--- src/hdl/mfl_pkg.sv ---
// Shared types for the max-flow level-graph block: item words, datapath
// command codes and datapath status flags. No dependencies.
`timescale 1ns / 1ps

package mfl_pkg;

    typedef struct packed {
        logic        action;
        logic [5:0]  from_node;
        logic [5:0]  to_node;
        logic [15:0] capacity;
    } t_in;

    typedef struct packed {
        logic [24:0] max_flow;
        logic [1:0]  status;
    } t_out;

    typedef enum logic [4:0] {
        OP_IDLE,
        OP_DECODE,
        OP_ADD1,
        OP_ADD2,
        OP_ADD3,
        OP_ADD4,
        OP_BFS_INIT,
        OP_BFS_POP,
        OP_BFS_U,
        OP_BFS_HEAD,
        OP_BFS_ARC,
        OP_AUG_INIT,
        OP_AUG_NODE,
        OP_AUG_CUR,
        OP_SCAN_A,
        OP_SCAN_B,
        OP_RETREAT,
        OP_RET_B,
        OP_RET_C,
        OP_MIN_A,
        OP_MIN_B,
        OP_MIN_C,
        OP_AP_A,
        OP_AP_B,
        OP_AP_C,
        OP_AP_D,
        OP_EMIT
    } t_op;

    typedef struct packed {
        logic is_run;
        logic add_bad;
        logic src_eq_sink;
        logic run_bad;
        logic q_empty;
        logic q_sink;
        logic u_sink;
        logic has_list;
        logic next_none;
        logic nx_none;
        logic cur_none;
        logic arc_ok;
        logic depth_zero;
        logic k_done;
        logic out_free;
    } t_dp_stat;

endpackage

--- src/hdl/mfl_ctrl.sv ---
// Sequencer for the max-flow block: walks edge loads, level passes and
// augmentations. Depends on mfl_pkg for command codes and status flags.
`timescale 1ns / 1ps

module mfl_ctrl (
    input  logic              i_clk,
    input  logic              i_rst_n,
    input  logic              i_in_valid,
    input  mfl_pkg::t_dp_stat i_stat,
    output logic              o_in_ready,
    output mfl_pkg::t_op      o_op
);

    typedef enum logic [4:0] {
        S_IDLE, S_DECODE, S_ADD1, S_ADD2, S_ADD3, S_ADD4,
        S_BFS_INIT, S_BFS_POP, S_BFS_U, S_BFS_HEAD, S_BFS_ARC,
        S_AUG_INIT, S_AUG_NODE, S_AUG_CUR, S_SCAN_A, S_SCAN_B,
        S_RETREAT, S_RET_B, S_RET_C,
        S_MIN_A, S_MIN_B, S_MIN_C,
        S_AP_A, S_AP_B, S_AP_C, S_AP_D,
        S_EMIT
    } t_state;

    t_state r_state;
    t_state n_state;

    always_comb begin
        n_state = r_state;
        case (r_state)
            S_IDLE:     if (i_in_valid) n_state = S_DECODE;
            S_DECODE: begin
                if (!i_stat.is_run) begin
                    n_state = i_stat.add_bad ? S_EMIT : S_ADD1;
                end else begin
                    n_state = (i_stat.src_eq_sink || i_stat.run_bad) ? S_EMIT : S_BFS_INIT;
                end
            end
            S_ADD1:     n_state = S_ADD2;
            S_ADD2:     n_state = S_ADD3;
            S_ADD3:     n_state = S_ADD4;
            S_ADD4:     n_state = S_IDLE;
            S_BFS_INIT: n_state = S_BFS_POP;
            S_BFS_POP:  n_state = i_stat.q_empty ? S_EMIT : S_BFS_U;
            S_BFS_U:    n_state = i_stat.q_sink ? S_AUG_INIT : S_BFS_HEAD;
            S_BFS_HEAD: n_state = i_stat.has_list ? S_BFS_ARC : S_BFS_POP;
            S_BFS_ARC:  n_state = i_stat.next_none ? S_BFS_POP : S_BFS_ARC;
            S_AUG_INIT: n_state = S_AUG_NODE;
            S_AUG_NODE: n_state = i_stat.u_sink ? S_MIN_A : S_AUG_CUR;
            S_AUG_CUR:  n_state = i_stat.cur_none ? S_RETREAT : S_SCAN_A;
            S_SCAN_A:   n_state = S_SCAN_B;
            S_SCAN_B: begin
                if (i_stat.arc_ok) begin
                    n_state = S_AUG_NODE;
                end else begin
                    n_state = i_stat.nx_none ? S_RETREAT : S_SCAN_A;
                end
            end
            S_RETREAT:  n_state = i_stat.depth_zero ? S_BFS_INIT : S_RET_B;
            S_RET_B:    n_state = S_RET_C;
            S_RET_C:    n_state = S_AUG_NODE;
            S_MIN_A:    n_state = i_stat.k_done ? S_AP_A : S_MIN_B;
            S_MIN_B:    n_state = S_MIN_C;
            S_MIN_C:    n_state = S_MIN_A;
            S_AP_A:     n_state = i_stat.k_done ? S_AUG_INIT : S_AP_B;
            S_AP_B:     n_state = S_AP_C;
            S_AP_C:     n_state = S_AP_D;
            S_AP_D:     n_state = S_AP_A;
            S_EMIT:     n_state = i_stat.out_free ? S_IDLE : S_EMIT;
            default:    n_state = S_IDLE;
        endcase
    end

    always_ff @(posedge i_clk) begin
        if (!i_rst_n) begin
            r_state <= S_IDLE;
        end else begin
            r_state <= n_state;
        end
    end

    always_comb begin
        case (r_state)
            S_IDLE:     o_op = mfl_pkg::OP_IDLE;
            S_DECODE:   o_op = mfl_pkg::OP_DECODE;
            S_ADD1:     o_op = mfl_pkg::OP_ADD1;
            S_ADD2:     o_op = mfl_pkg::OP_ADD2;
            S_ADD3:     o_op = mfl_pkg::OP_ADD3;
            S_ADD4:     o_op = mfl_pkg::OP_ADD4;
            S_BFS_INIT: o_op = mfl_pkg::OP_BFS_INIT;
            S_BFS_POP:  o_op = mfl_pkg::OP_BFS_POP;
            S_BFS_U:    o_op = mfl_pkg::OP_BFS_U;
            S_BFS_HEAD: o_op = mfl_pkg::OP_BFS_HEAD;
            S_BFS_ARC:  o_op = mfl_pkg::OP_BFS_ARC;
            S_AUG_INIT: o_op = mfl_pkg::OP_AUG_INIT;
            S_AUG_NODE: o_op = mfl_pkg::OP_AUG_NODE;
            S_AUG_CUR:  o_op = mfl_pkg::OP_AUG_CUR;
            S_SCAN_A:   o_op = mfl_pkg::OP_SCAN_A;
            S_SCAN_B:   o_op = mfl_pkg::OP_SCAN_B;
            S_RETREAT:  o_op = mfl_pkg::OP_RETREAT;
            S_RET_B:    o_op = mfl_pkg::OP_RET_B;
            S_RET_C:    o_op = mfl_pkg::OP_RET_C;
            S_MIN_A:    o_op = mfl_pkg::OP_MIN_A;
            S_MIN_B:    o_op = mfl_pkg::OP_MIN_B;
            S_MIN_C:    o_op = mfl_pkg::OP_MIN_C;
            S_AP_A:     o_op = mfl_pkg::OP_AP_A;
            S_AP_B:     o_op = mfl_pkg::OP_AP_B;
            S_AP_C:     o_op = mfl_pkg::OP_AP_C;
            S_AP_D:     o_op = mfl_pkg::OP_AP_D;
            S_EMIT:     o_op = mfl_pkg::OP_EMIT;
            default:    o_op = mfl_pkg::OP_IDLE;
        endcase
    end

    assign o_in_ready = (r_state == S_IDLE);

endmodule

--- config.mk ---
export PLATFORM = sky130hd
export DESIGN_NAME = mfl_ctrl
export DESIGN_NICKNAME = d
export VERILOG_FILES = /design/src/hdl/mfl_pkg.sv /design/src/hdl/mfl_ctrl.sv
export SDC_FILE = /design/constraint.sdc
export NUM_CORES = 1
export LEC_CHECK = 0
export BUFFER_PORTS_ARGS = -buffer_cell sky130_fd_sc_hd__buf_2
export CORE_MARGIN = 3
export CORE_UTILIZATION = 30
export DETAILED_ROUTE_END_ITERATION = 7
export PLACE_DENSITY = 0.57
export SYNTH_ARGS = -nofsm -noshare
export SYNTH_HDL_FRONTEND = slang
export SYNTH_SLANG_ARGS = --single-unit
--- constraint.sdc ---
create_clock -name i_clk -period 2.6 [get_ports i_clk]
set_clock_uncertainty 0.2 [all_clocks]
set_input_delay 0.39 -clock i_clk [delete_from_list [all_inputs] [get_ports i_clk]]
set_output_delay 0.39 -clock i_clk [all_outputs]
set_load 0.02 [all_outputs]
Yosys cells after proc, flatten, opt, wreduce, memory -nomap -nowiden
Memories as Yosys holds them, arrays and structs flattened. A register that Yosys moved wholly into a read port is not among the register bits.
Cells that the tools add are included.

word-level totals
  flip-flop bits (word level) = 5
  latch bits = 0
  RAM bits = 0
  memory bits (read-only) = 160
  logic and storage cells = 50
  memories = 1

cells by class
  add/subtract/negate cells = 0
  multipliers = 0
  div/mod/pow operators = 0
  order comparisons = 0
  eq/ne operators = 26
  shift operators = 0
  mux-type cells = 19
  bitwise logic cells = 0
  reduce and logical (&&, ||, !) cells = 3

memory list
  memory            depth  bits a word  read ports  clocked after Yosys merged registers in  wr ports  line            text
  (name not given)  32     5            1           1                                        0         mfl_ctrl.sv:82  case (r_state)

operators with widths
  kind                                                                   number
  5-bit one-hot mux with 25 select lines                                 1
  5-bit two-way mux                                                      14
  5-bit equality test, second input constant                             11
  5-bit by 4-bit equality test with 1-bit output, second input constant  8
  5-bit by 3-bit equality test with 1-bit output, second input constant  3
  5-bit by 2-bit equality test with 1-bit output, second input constant  2
  4-bit two-way mux                                                      2
  5-bit by 1-bit equality test with 1-bit output, second input constant  1
  5-bit logical NOT                                                      1
  2-bit two-way mux                                                      2
  2-bit inequality test, second input constant                           1
  2-bit OR reduction                                                     1
  1-bit logical OR                                                       1

Logic depth before layout (Yosys ltp)
  depth in word-level cells = 6
  mapped depth = 6
  gate-level depth less buffers = 5

Least setup slack after synthesis
OpenSTA, ideal clock, no wires.

  kind = register to output
  from = register r_state[3]
  to = output o_in_ready
  arrival time = 1.188 ns
  data required time = 2.010 ns
  setup slack = 0.822 ns
  cell stages (with the launch flop) = 5
  buffers on the path = 1
  path through = dfxtp_1 buf_4 nor2_2 inv_1 nor3_1

on the way
  word-level cells in the longest chain between the ends = 1

RTL lines
  item                    line             text
  from (decl)             mfl_ctrl.sv:24   t_state r_state;
  from (signal assigned)  mfl_ctrl.sv:77   r_state <= n_state;
  5-bit logical NOT       mfl_ctrl.sv:114  assign o_in_ready = (r_state == S_IDLE);
  to (decl)               mfl_ctrl.sv:10   output logic o_in_ready,

Every way passes these cells.

Worst setup path after layout
  from = register r_state[2]
  to = output o_in_ready

Same word-level chain as after synthesis.

==> out/metrics.cfg <==
[route]
vias = 1007
drtIter0Drc = 53
dr.pass1.iters = 4
drt-total-wl_um = 2410
drc_errors = 0
viasPerCell = 5.99
avgRoutedWirePerCell_um = 14.4
detail-route-antenna-nets = 0

[global_route]
grtUsageMet2_pct = 22.8
grt_max_degree = 27
met3_usage_pct = 2.38
grt_pass1_wl_um = 4120
grt_usage_pct = 14.9
use_met1_pct = 20.7
top_usage_layer = met2
grt_pass1_vias = 925
antenna_found_initial = 0
grt_overflow = 0

[finish]
fin_util_pct = 38.7
final_cell_mix = buf_2, a31oi_1, dfxtp_1
fin_nets = 157
fillers = 283
antenna-diode-count = 0
area_growth_pct = 16.9
drive_gt1_share_pct = 26.1
final_common_cell = buf_2
stdcell_area_mm2 = 0.00101

[timing]
fin_crit_sh_pct = 80.8
fin_crit_ns = 2.10
hold-worst-slack_ns = 0.183
rsz0062_at_grt = false
max_freq_ghz = 0.476
setup_viol = 0
hold_violations = 0
final.setup.tns_ns = 0
relSlewSlack_pct = 47.8
slew_violations = 0
worst_pin_slew_ns = 0.782

[critical_path]
start_kind = register
crit_fanout = 19
r2r_end = o_op[3]
crit_type = register to output pin
rrSetupSlack_ns = 0.54
arrival_ns = 1.51
endpoint_kind = output pin
required_ns = 2.01
r2r-start = r_state[0]
worstRegToRegCells = 5

[power_and_ir_drop]
power_mw = 1.07
max-vdd-ir-drop_mv = 0.469
pwr_density_cell_mw_per_mm2 = 1060
p_leak_nw = 0.371

[clock_tree]
numCtsBuffers = 3
clock-root-buffer = clkbuf_4
cts_hold_buf = 0
cts_setup_buffers = 0
cts_resized = 0
cts.sinks = 10
htreeDepth = 1
clock_path_buffers = 2
clk_latency_ns = 0.27
path_clk_slew_ns = 0.07
cts_tree = built

[hold_path]
min-delay-start = i_rst_n
hold_class = input pin to register
min_path_cells = 3
holdPathEnd = r_state[1]

[yosys]
synth_seq_cells = 10
synth_nets = 136
yosysWarningCount = 0
synth_cells = 118
ys_seq_area_share_pct = 23.2
ys_types = 41
synthArstFlopShare_pct = 0
ys.flop_type = dfxtp_1
syn_avg_cell_area_um2 = 7.33
synth-edff-count = 0
synth_area_um2 = 865

[place]
post_dp_cell_area_um2 = 975
gp_congestion = 0.872
numPortBuffers = 23
hpwl_um = 1840

[die]
boundaryPins = 24
dieWidth_um = 59.7
die_h_um = 59.7
fp-row-count = 18
initial_core_util_pct = 33.1
die_area_mm2 = 0.00356
fp.coreArea_mm2 = 0.00261

[status]
status = completed

[job]
drv_cap = 0

[final cells by class]
class,count,area [µm²],area share [%]
Multi-Input combinational cell,93,584,57.8
Sequential cell,10,200,19.8
Timing Repair Buffer,25,130,12.9
Tap cell,30,37.5,3.71
Clock buffer,4,36.3,3.59
Inverter,6,22.5,2.23
[per-stage QoR]
| stage | setup slack [ns] | std cells |
|---|---|---|
| floorplan | 0.822 | 118 |
| global placement | 0.568 | 164 |
| detailed placement | 0.590 | 164 |
| CTS | 0.500 | 168 |
| global route | 0.305 | 168 |
| finish | 0.500 | 168 |
[synthesized netlist by cell type (2+ instances only)]
master	instances	area [µm²]
dfxtp_1	10	200
o21a_1	2	15.0
buf_4	3	22.5
nand3_1	2	10.0
nor2b_1	5	31.3
o21ai_1	2	10.0
nor3_1	9	45.0
a31oi_1	12	75.1
nor2_1	7	26.3
a21oi_1	6	30.0
nand2_1	8	30.0
o22ai_1	2	12.5
a41oi_1	4	35.0
nor4b_1	3	26.3
o21ai_0	6	30.0
buf_2	4	20.0
inv_1	5	18.8
nand2b_1	5	31.3
[power breakdown]
group	leakage, nW	internal (mW)	switching, mW
sequential	0.0821	0.211	0.145
clock	0.0210	0.0851	0.0541
combinational	0.268	0.242	0.333
total	0.371	0.538	0.532
[logic make-up (layout without fill, tap and decap cells)]
group                     after synthesis  count (layout)  share of synthesized area (%)
AOI/OAI and AO/OA                      45              45                           36.5
and+or+nand+nor                        47              47                           30.1
buffers and inverters                  15              35                           9.26
DFF                                    10              10                           23.2
xor gates and xnor gates                1               1                           1.01
[routing by layer]
metal / share of wire [%] / vias to the layer above / wire [µm]
met2: 44 / 61 / 1070
met5: 0 / - / 0
met1: 44 / 447 / 1070
li1: - / 491 / -
met4: 2.1 / 0 / 51
met3: 9.4 / 8 / 226
[flip-flops by register name, indices dropped and copies added (netlist names)]
register / count
o_op: 5
r_state: 5
[worst max-delay path, stage by stage, from the launching register on]
cell and delay [ns]:
dfxtp_1 0.75, nor2_2 0.14, inv_1 0.10, nor3_1 0.05, buf_2 0.20
[worst max-delay path by stage]
stage                     startpoint          to
after floorplan           r_state[3]  o_in_ready
after global placement    r_state[2]     o_op[2]
after detailed placement  r_state[2]  r_state[1]
after CTS                 r_state[2]  o_in_ready
after global routing      r_state[0]  r_state[3]
final                     r_state[2]  o_in_ready
Note: power is estimated with default switching activity, not from simulation.
